[src/rtl/core/eir_pkg.sv]
package eir_pkg;

    // Default geometry of the root search
    localparam int RADICAND_BITS_DEF = 31;
    localparam int MAX_EXPONENT_DEF  = 64;

    // Fixed width of the exponent field
    localparam int EXPONENT_BITS = 7;

    // Operand slice width of the shared multiplier
    localparam int MUL_CHUNK = 32;

endpackage

[src/rtl/core/exact_integer_nth_root.sv]
// Exact integer nth root by binary search over 1..radicand.
//
// Input channel (in_valid/in_ready) carries radicand and exponent; an
// exponent above MAX_EXPONENT saturates to it. Output channel
// (out_valid/out_ready) returns found and root; root is 0 when no exact
// root exists, and a zero radicand always gives found = 0.
//
// One request is worked at a time: in_ready is high only while the search
// sequencer is idle. Each candidate raises its power by repeated
// multiplication, and each multiplication forms C*C partial products on the
// shared multiplier, where C = ceil(RADICAND_BITS / 32) is the number of
// operand slices. A power stops once the partial product exceeds the
// radicand, and the search visits at most RADICAND_BITS candidates.
//
// The result sits in an output register; a stalled receiver holds it while
// the next request is accepted and searched. A finished search waits only
// if the previous result has not been taken. Reset clears all control
// state and drops any pending result.
module exact_integer_nth_root
    import eir_pkg::*;
#(
    parameter int RADICAND_BITS = RADICAND_BITS_DEF,
    parameter int MAX_EXPONENT  = MAX_EXPONENT_DEF
)
(
    input  logic                      clk,
    input  logic                      rst_n,
    input  logic                      in_valid,
    output logic                      in_ready,
    input  logic [RADICAND_BITS-1:0]  radicand,
    input  logic [EXPONENT_BITS-1:0]  exponent,
    output logic                      out_valid,
    input  logic                      out_ready,
    output logic                      found,
    output logic [RADICAND_BITS-1:0]  root
);

    localparam int RB = RADICAND_BITS;
    localparam int NW = $clog2(MAX_EXPONENT + 1);
    localparam int OW = 2 * RADICAND_BITS;

    localparam logic [2:0] S_IDLE = 3'd0;
    localparam logic [2:0] S_SRCH = 3'd1;
    localparam logic [2:0] S_POW  = 3'd2;
    localparam logic [2:0] S_WAIT = 3'd3;
    localparam logic [2:0] S_CMP  = 3'd4;
    localparam logic [2:0] S_DONE = 3'd5;

    logic [2:0]    state_reg,     state_next;
    logic [RB:0]   lo_reg,        lo_next;
    logic [RB-1:0] hi_reg,        hi_next;
    logic [RB-1:0] m_reg,         m_next;
    logic [NW-1:0] n_reg,         n_next;
    logic [RB-1:0] mid_reg,       mid_next;
    logic [RB-1:0] acc_reg,       acc_next;
    logic [NW-1:0] cnt_reg,       cnt_next;
    logic          hit_reg,       hit_next;
    logic          out_valid_reg, out_valid_next;
    logic          found_reg,     found_next;
    logic [RB-1:0] root_reg,      root_next;

    logic [RB+1:0] mid_sum;
    logic          mul_start;
    logic          mul_done;
    logic [OW-1:0] mul_prod;
    logic          out_free;

    // Shared multiplier: partial power times candidate
    eir_mul #(
        .RADICAND_BITS (RADICAND_BITS)
    ) u_mul (
        .clk   (clk),
        .rst_n (rst_n),
        .start (mul_start),
        .a     (acc_reg),
        .b     (mid_reg),
        .done  (mul_done),
        .prod  (mul_prod)
    );

    assign mid_sum   = {1'b0, lo_reg} + {2'b00, hi_reg};
    assign mul_start = (state_reg == S_POW) && (cnt_reg != n_reg);
    assign out_free  = !out_valid_reg || out_ready;

    // Advance the search sequencer
    always_comb
    begin
        state_next     = state_reg;
        lo_next        = lo_reg;
        hi_next        = hi_reg;
        m_next         = m_reg;
        n_next         = n_reg;
        mid_next       = mid_reg;
        acc_next       = acc_reg;
        cnt_next       = cnt_reg;
        hit_next       = hit_reg;
        out_valid_next = out_valid_reg && !out_ready;
        found_next     = found_reg;
        root_next      = root_reg;

        unique case (state_reg)
            S_IDLE:
            begin
                if (in_valid)
                begin
                    m_next  = radicand;
                    lo_next = (RB+1)'(1);
                    hi_next = radicand;
                    if ({1'b0, exponent} > (EXPONENT_BITS+1)'(MAX_EXPONENT))
                    begin
                        n_next = NW'(MAX_EXPONENT);
                    end
                    else
                    begin
                        n_next = NW'(exponent);
                    end
                    state_next = S_SRCH;
                end
            end
            S_SRCH:
            begin
                if (lo_reg > {1'b0, hi_reg})
                begin
                    hit_next   = 1'b0;
                    state_next = S_DONE;
                end
                else
                begin
                    mid_next   = mid_sum[RB:1];
                    acc_next   = RB'(1);
                    cnt_next   = '0;
                    state_next = S_POW;
                end
            end
            S_POW:
            begin
                if (cnt_reg == n_reg)
                begin
                    state_next = S_CMP;
                end
                else
                begin
                    state_next = S_WAIT;
                end
            end
            S_WAIT:
            begin
                if (mul_done)
                begin
                    if (mul_prod > OW'(m_reg))
                    begin
                        hi_next    = mid_reg - RB'(1);
                        state_next = S_SRCH;
                    end
                    else
                    begin
                        acc_next   = mul_prod[RB-1:0];
                        cnt_next   = cnt_reg + NW'(1);
                        state_next = S_POW;
                    end
                end
            end
            S_CMP:
            begin
                if (acc_reg == m_reg)
                begin
                    hit_next   = 1'b1;
                    state_next = S_DONE;
                end
                else
                begin
                    lo_next    = {1'b0, mid_reg} + (RB+1)'(1);
                    state_next = S_SRCH;
                end
            end
            S_DONE:
            begin
                // Load the result only once the output register is free
                if (out_free)
                begin
                    out_valid_next = 1'b1;
                    found_next     = hit_reg;
                    root_next      = hit_reg ? mid_reg : '0;
                    state_next     = S_IDLE;
                end
            end
            default:
            begin
                state_next = S_IDLE;
            end
        endcase
    end

    // Update control state
    always_ff @(posedge clk or negedge rst_n)
    begin
        if (!rst_n)
        begin
            state_reg     <= S_IDLE;
            out_valid_reg <= 1'b0;
            cnt_reg       <= '0;
            n_reg         <= '0;
        end
        else
        begin
            state_reg     <= state_next;
            out_valid_reg <= out_valid_next;
            cnt_reg       <= cnt_next;
            n_reg         <= n_next;
        end
    end

    // Update search operands and the result register
    always_ff @(posedge clk)
    begin
        lo_reg    <= lo_next;
        hi_reg    <= hi_next;
        m_reg     <= m_next;
        mid_reg   <= mid_next;
        acc_reg   <= acc_next;
        hit_reg   <= hit_next;
        found_reg <= found_next;
        root_reg  <= root_next;
    end

    assign in_ready  = (state_reg == S_IDLE);
    assign out_valid = out_valid_reg;
    assign found     = found_reg;
    assign root      = root_reg;

    // A missing root is reported as zero
    a_root_zero_when_missing: assert property (
        @(posedge clk) disable iff (!rst_n)
        out_valid && !found |-> root == '0
    ) else $error("root not zero on a missing root");

    // A found root is never zero
    a_root_nonzero_when_found: assert property (
        @(posedge clk) disable iff (!rst_n)
        out_valid && found |-> root != '0
    ) else $error("found root is zero");

    // The multiplier finishes only while the sequencer waits for it
    a_mul_done_in_wait: assert property (
        @(posedge clk) disable iff (!rst_n)
        mul_done |-> state_reg == S_WAIT
    ) else $error("multiplier finished outside the wait state");

    // The power count never passes the exponent
    a_cnt_bounded: assert property (
        @(posedge clk) disable iff (!rst_n)
        (state_reg == S_POW || state_reg == S_WAIT || state_reg == S_CMP)
            |-> cnt_reg <= n_reg
    ) else $error("power count passed the exponent");

    // A search result is registered only when the output was free
    a_done_needs_free_output: assert property (
        @(posedge clk) disable iff (!rst_n)
        state_reg == S_DONE && out_valid && !out_ready |=> state_reg == S_DONE
    ) else $error("result dropped over a stalled one");

endmodule

[src/rtl/core/eir_mul.sv]
module eir_mul
    import eir_pkg::*;
#(
    parameter int RADICAND_BITS = RADICAND_BITS_DEF
)
(
    input  logic                         clk,
    input  logic                         rst_n,
    input  logic                         start,
    input  logic [RADICAND_BITS-1:0]     a,
    input  logic [RADICAND_BITS-1:0]     b,
    output logic                         done,
    output logic [2*RADICAND_BITS-1:0]   prod
);

    localparam int NCH = (RADICAND_BITS + MUL_CHUNK - 1) / MUL_CHUNK;
    localparam int EW  = NCH * MUL_CHUNK;
    localparam int PW  = 2 * EW;
    localparam int IW  = (NCH > 1) ? $clog2(NCH) : 1;
    localparam int OW  = 2 * RADICAND_BITS;

    localparam logic PH_MUL = 1'b0;
    localparam logic PH_ADD = 1'b1;

    localparam logic [IW-1:0] LAST_IDX = IW'(NCH - 1);

    logic                   busy_reg;
    logic                   phase_reg;
    logic [IW-1:0]          ia_reg;
    logic [IW-1:0]          ib_reg;
    logic                   done_reg;
    logic [EW-1:0]          a_reg;
    logic [EW-1:0]          b_reg;
    logic [2*MUL_CHUNK-1:0] pp_reg;
    logic [PW-1:0]          acc_reg;

    logic [MUL_CHUNK-1:0]   a_slice;
    logic [MUL_CHUNK-1:0]   b_slice;
    logic [PW-1:0]          pp_shifted;
    logic                   last_pp;

    // Select the operand slices of the current partial product
    assign a_slice    = a_reg[ia_reg*MUL_CHUNK +: MUL_CHUNK];
    assign b_slice    = b_reg[ib_reg*MUL_CHUNK +: MUL_CHUNK];
    assign pp_shifted = PW'(pp_reg) << (MUL_CHUNK * (int'(ia_reg) + int'(ib_reg)));
    assign last_pp    = (ia_reg == LAST_IDX) && (ib_reg == LAST_IDX);

    // Sequence the partial products: multiply, then accumulate
    always_ff @(posedge clk or negedge rst_n)
    begin
        if (!rst_n)
        begin
            busy_reg  <= 1'b0;
            phase_reg <= PH_MUL;
            ia_reg    <= '0;
            ib_reg    <= '0;
            done_reg  <= 1'b0;
        end
        else
        begin
            done_reg <= 1'b0;
            if (!busy_reg)
            begin
                if (start)
                begin
                    busy_reg  <= 1'b1;
                    phase_reg <= PH_MUL;
                    ia_reg    <= '0;
                    ib_reg    <= '0;
                end
            end
            else if (phase_reg == PH_MUL)
            begin
                phase_reg <= PH_ADD;
            end
            else
            begin
                phase_reg <= PH_MUL;
                if (last_pp)
                begin
                    busy_reg <= 1'b0;
                    done_reg <= 1'b1;
                end
                else if (ib_reg == LAST_IDX)
                begin
                    ib_reg <= '0;
                    ia_reg <= ia_reg + 1'b1;
                end
                else
                begin
                    ib_reg <= ib_reg + 1'b1;
                end
            end
        end
    end

    // Hold operands and accumulate the product
    always_ff @(posedge clk)
    begin
        if (!busy_reg)
        begin
            if (start)
            begin
                a_reg   <= EW'(a);
                b_reg   <= EW'(b);
                acc_reg <= '0;
            end
        end
        else if (phase_reg == PH_MUL)
        begin
            pp_reg <= a_slice * b_slice;
        end
        else
        begin
            acc_reg <= acc_reg + pp_shifted;
        end
    end

    assign done = done_reg;
    assign prod = acc_reg[OW-1:0];

endmodule

[config.mk]
export PLATFORM = sky130hd
export DESIGN_NAME = exact_integer_nth_root
export DESIGN_NICKNAME = d
export VERILOG_FILES = /design/src/rtl/core/eir_pkg.sv /design/src/rtl/core/exact_integer_nth_root.sv /design/src/rtl/core/eir_mul.sv
export SDC_FILE = /design/constraint.sdc
export NUM_CORES = 2
export LEC_CHECK = 0
export BUFFER_PORTS_ARGS = -buffer_cell sky130_fd_sc_hd__buf_2
export CAP_MARGIN = 20
export CORE_MARGIN = 10
export CORE_UTILIZATION = 60
export DETAILED_ROUTE_END_ITERATION = 8
export PLACE_DENSITY = 0.76
export REMOVE_ABC_BUFFERS = 1
export SLEW_MARGIN = 20
export SYNTH_ARGS = -nofsm -noshare
export SYNTH_HDL_FRONTEND = slang
export SYNTH_SLANG_ARGS = --single-unit
[constraint.sdc]
create_clock -name clk -period 11.26 [get_ports clk]
set_clock_uncertainty 0.1 [all_clocks]
set_input_delay 1.126 -clock clk [delete_from_list [all_inputs] [get_ports clk]]
set_output_delay 1.126 -clock clk [all_outputs]
set_load 0.005 [all_outputs]
# [Yosys cells after proc, flatten, opt, wreduce, memory -nomap -nowiden]
# Cells that the tools add are included.
[op_classes] div_mod_pow=0 n_lt_le_gt_ge=3 n_shift=3 mux=50 n_eq_ne=20 multipliers=1 n_bitwise=5 n_addsub=8 n_reduce_logical=25
[ops] operator="64-bit two-way mux" n=3
[ops] operator="31-bit two-way mux" n=6
[ops] operator="31-bit case mux with 2 select lines" n=2
[ops] operator="64-bit adder" n=1
[ops] operator="32-bit by 32-bit multiplier with 64-bit output" n=1
[ops] operator="32-bit two-way mux" n=2
[ops] operator="32-bit case mux with 2 select lines" n=1
[ops] operator="32-bit by 7-bit indexed part select with 32-bit output" n=2
[ops] operator="64-bit by 32-bit left shift with 64-bit output" n=1
[ops] operator="62-bit by 31-bit greater-than comparator with 1-bit output" n=1
[ops] operator="31-bit by 1-bit adder with 32-bit output (second input constant)" n=1
[ops] operator="32-bit by 31-bit adder with 32-bit output" n=1
[ops] operator="32-bit by 31-bit greater-than comparator with 1-bit output" n=1
[ops] operator="31-bit == test" n=1
[ops] operator="31-bit by 1-bit subtractor with 31-bit output (second input constant)" n=1
[ops] operator="7-bit two-way mux" n=4
[ops] operator="1-bit two-way mux" n=22
[ops] operator="2-bit inequality test (second input constant)" n=11
[ops] operator="3-bit two-way mux" n=6
[ops] operator="3-bit case mux with 6 select lines" n=1
[ops] operator="7-bit case mux with 2 select lines" n=1
[ops] operator="2-bit AND reduction" n=6
[ops] operator="3-bit AND reduction" n=4
[ops] operator="4-bit AND reduction" n=3
[ops] operator="other kinds (18)" n=32
[totals] romBits=0 mem_bits_rw=0 wordCells=136 ff_bits=402 latch_bits=0 memories=0 output_inout_bits=34

# [Depth between registers and ports, before layout]
[depth] ltp_word=5 ltp_mapped=31 mapped_depth_nobuf=29

# [By module]
# A second synthesis with hierarchy kept.
[hier_totals] hier_cells=5695 hier_area_um2=54898.9
[modules_own_cells] module="eir_mul" cells_each=4503 instances=1 area_each_um2=42564.6 seq_area_each_um2=5685.5
[modules_own_cells] module="exact_integer_nth_root" cells_each=1192 instances=1 area_each_um2=12334.3 seq_area_each_um2=6125.9

# [Worst setup path before layout]
# Ideal clock, no wire load.
[synth_timing] path_type="register to register" from="register u_mul.ia_reg" to="register u_mul.pp_reg[60] (data pin)" path_stages_with_launch=29 n_path_buf=3 arrival_time_ns=7.633 setup_slack_ns=3.269 synth_period_minus_slack_ns=7.991 cell_sequence="dfrtp_1 > buf_1 > nor2b_1 > clkbuf_1 > nand2_1 > fa_1 > inv_1 > fa_1 > inv_1 > fa_1 > fa_1 > inv_1 > fa_1 > fa_1 > fa_1 > inv_1 > fa_1 > inv_1 > ha_1 > clkbuf_1 > nand4_1 > nor3_1 > and3_1 > a221oi_1 > o31ai_1 > o211ai_1 > o31ai_1 > a21oi_1 > xnor2_1"
[synth_between] elab_chain_len=2
[synth_rtl] item="from (decl)" line="eir_mul.sv:29" text="logic [IW-1:0] ia_reg;"
[synth_rtl] item="from (signal assigned)" line="eir_mul.sv:87" text="ia_reg <= ia_reg + 1'b1;"
[synth_rtl] item="32-bit by 7-bit indexed part select with 32-bit output" line="eir_mul.sv:43" text="assign a_slice = a_reg[ia_reg*MUL_CHUNK +: MUL_CHUNK];"
[synth_rtl] item="32-bit by 32-bit multiplier with 64-bit output" line="eir_mul.sv:111" text="pp_reg <= a_slice * b_slice;"
[synth_rtl] item="to (signal assigned)" line="eir_mul.sv:111"
[synth_rtl] item="to (decl)" line="eir_mul.sv:34" text="logic [2*MUL_CHUNK-1:0] pp_reg;"
# No other way between the ends.
# A chain may end at the register's enable or synchronous reset.

# [Final worst setup path]
# Same ends and word-level chain as after synthesis.

==> impl_metrics.csv <==
group,metric,value,unit
sta,layout_setup_ws,1.71,ns
clocking,clk_latency,0.58,ns
clocking,cts_setup_buffers,0,
setup_path,timing.rr.start,"u_mul.ia_reg",
global_route,track_usage,28.2,%
synth,ys_seq_elements,397,
synth,ys.flop_type,"edfxtp_1",
setup_path,crit_path_start_kind,"flip-flop",
synth,netlist_area,54200,um2
sta,grt_setup_unrepaired,"false",
setup_path,cp_cell_sequence,"nor2b_4 -> nand2_1 -> fa_1 -> fa_1 -> fa_1 -> fa_1 -> inv_1 -> fa_1 -> fa_1 -> fa_1 -> inv_1 -> fa_1 -> inv_1 -> ha_1 -> nand4_1 -> nor3_1 -> and3_1 -> a221oi_1 -> o31ai_1 -> o211ai_1 -> o31ai_1 -> a21oi_1 -> xnor2_1",
route,routed_wl,143000,um
global_route,first_global_vias,41482,
setup_path,timing.rr.end,"u_mul.pp_reg[60]",
setup_path,slowest_delay,0.98,ns
synth,yosys.area_share.simple,17.0,%
sta,finalSetupTns,0,ns
setup_path,slowest_stage,"nor2b_4",
global_route,antenna_found_initial,4,
route,ant_nets,0,
sta,finalSetupViolations,0,
route,drt_iter0_drc,3134,
finish,syn_to_final_growth,5.48,%
synth,avgSynthCellArea,9.75,um2
die,die_height,320,um
die,start_util,60.3,%
clocking,clk_pin_slew_worst_paths,0.06,ns
setup_path,worstSetupPathType,"flip-flop to flip-flop",
synth,synth_compound_area_share,6.97,%
sta,slew_headroom,18.9,%
place,dp_hpwl,112000,um
synth,synthAdderAreaFrac,41.2,%
die,core,89700,um2
die,row_count,110,
setup_path,rr_worst_depth,23,
setup_path,reg2reg_slack,1.71,ns
synth,synth_seq_area_share,21.8,%
synth,synth_mux_area_share,0.719,%
place,place_ws,1.77,ns
place,post_dp_cell_area,55700,um2
finish,drive_gt1_share,5.70,%
place,port_buffers,75,
route,routed_via_density,5.83,
die,dieArea,103000,um2
run,cap_violations,0,
finish,instances_no_fill,6686,
clocking,htree_levels,2,
synth,synth_top_family_by_area,"adder cells",
sta,fmax,0.105,GHz
clocking,cts_num_sinks,397,
sta,fin_crit_sh,84.8,%
setup_path,crit_fanout,33,
clocking,cts_tree,"built",
route,wl_per_cell,21.3,um
min_path,min_path_type,"flip-flop to flip-flop",
global_route,grt_max_degree,64,
status,status,"complete, no violations",
synth,yosys.area_share.xor_xnor,3.64,%
synth,syn_inst,5554,
place,place_congestion,0.956,
global_route,grt_first_pass_wirelength,229000,um
min_path,whs_path_depth,0,
min_path,hold_end,"u_mul.a_reg[22]",
clocking,numCtsBuffers,42,
setup_path,crit_path_end_kind,"flip-flop",
setup_path,crit_path_frequent_cell,"fa_1",
sta,drv_slew,0,
die,boundaryPins,76,
route,vias,38997,
finish,nets,6795,
sta,hold_viol,0,
clocking,postCtsHoldBufs,0,
clocking,cts_root_buf,"clkbuf_16",
route,drc,0,
place,placed_cells,6603,
setup_path,arrival,9.77,ns
synth,yosysUniqueCellTypes,79,
global_route,grt.overflow.total,0,
setup_path,critical_path.startpoint,"u_mul.ia_reg",
finish,final_area,57100,um2
sta,fin_crit,9.55,ns
synth,yosys_warnings,0,
setup_path,crit_required,11.49,ns
die,die_x,320,um
clocking,cts-resized-gates,0,
route,drt_first_pass_iters,6,
synth,async_flop_share,5.54,%
clocking,clockBufferDepth,3,
synth,synth-edff-count,375,
sta,worst_pin_slew,1.22,ns
min_path,hp-start,"acc_reg[22]",
## cell usage in the layout, fill, tap and decap left out, types with 7 or more instances in the layout
cell	synthesis	routed
dfrtp_1	22	21
mux2_2	31	31
nand2b_1	38	38
nand3_1	47	47
o211ai_1	13	13
buf_4	0	72
and3_1	59	59
nor2b_4	0	9
fa_1	839	839
edfxtp_1	375	375
o21a_1	18	18
nor2_1	215	212
inv_1	981	981
buf_2	2	75
clkbuf_16	0	43
nor2b_2	0	22
ha_1	439	439
or2_2	8	8
o21ai_0	129	127
a21oi_1	184	184
a211oi_1	13	13
nand2_1	530	530
clkinv_2	0	9
xor2_1	87	87
xnor2_1	138	138
nor2b_1	82	51
and2_1	634	634
clkbuf_1	267	10
nor4_1	27	27
o31ai_1	7	7
nand4_1	47	47
o21bai_1	31	31
or3_1	15	15
a221oi_1	8	8
nor3_1	39	38
a31oi_1	23	23
a21o_1	92	92
## cells by family after synthesis
kind of cell / count (synthesis)
muxes: 35
AOI/OAI and AO/OA: 593
and+or+nand+nor: 1769
xor gates and xnor gates: 225
DFF: 397
buffers and inverters: 1257
adders and majority gates: 1278
## per-layer routing
| layer | vias up | global-route usage (%) | part of all wire, % |
|---|---|---|---|
| li1 | 17310 | - | - |
| met1 | 19692 | 37.4 | 41 |
| met2 | 1681 | 46.5 | 47 |
| met3 | 312 | 4.92 | 8.4 |
| met4 | 2 | 9.71 | 3.7 |
| met5 | - | 0 | 0.0056 |
## per-stage QoR
stage	hold slack, ns	utilization (%)
floorplan	0.347	-
global placement	0.349	62.0
detailed placement	0.362	62.1
CTS	0.376	63.6
global route	0.384	63.6
finish	0.378	63.7
## cell type report
cell class,count,area [um2]
inverter,981,3680
antenna,2,5.00
multi-input combinational,3900,37800
clock inverter,21,201
timing repair buffer,153,1020
fill,7295,32600
sequential,397,11800
clock buffer,56,1150
tap,1176,1470
## cell usage after synthesis, drive strengths merged, types with 5 or more instances
cell / n / area share (%)
a211oi: 13 / 0.18
a21o: 92 / 1.3
a21oi: 186 / 1.7
a221oi: 8 / 0.13
a31oi: 24 / 0.29
and2: 634 / 7.3
and3: 59 / 0.68
buf: 9 / 0.081
clkbuf: 267 / 1.9
dfrtp: 22 / 1.0
edfxtp: 375 / 21
fa: 839 / 31
ha: 439 / 10
inv: 981 / 6.8
mux2: 31 / 0.64
nand2: 531 / 3.7
nand2b: 39 / 0.46
nand3: 47 / 0.43
nand4: 47 / 0.54
nor2: 215 / 1.5
nor2b: 82 / 0.95
nor3: 41 / 0.40
nor4: 29 / 0.39
o211ai: 13 / 0.18
o21a: 18 / 0.25
o21ai: 134 / 1.2
o21bai: 31 / 0.43
o31a: 5 / 0.081
o31ai: 8 / 0.14
or2: 8 / 0.092
or3: 17 / 0.21
or4: 7 / 0.10
xnor2: 138 / 2.2
xor2: 87 / 1.4
## worst max-delay path by stage
stage                       endpoint  slack [ns]
floorplan           u_mul.pp_reg[45]        1.50
global placement    u_mul.pp_reg[58]        1.90
detailed placement  u_mul.pp_reg[58]        1.77
CTS                 u_mul.pp_reg[58]        1.75
global route        u_mul.pp_reg[58]        1.37
finish              u_mul.pp_reg[60]        1.71
## worst max-delay path: cells and delay by family (launching register included)
| family | cells | cell delay (ns) |
|---|---|---|
| fa+ha+maj | 9 | 4.63 |
| simple gates | 5 | 1.89 |
| compound gates | 5 | 1.65 |
| flops | 1 | 0.70 |
| buf+inv | 3 | 0.15 |
| xor+xnor | 1 | 0.13 |
Power is left out: the tool's default activity adds up to more than one toggle a clock period on the data nets, which glitch-free logic cannot reach.
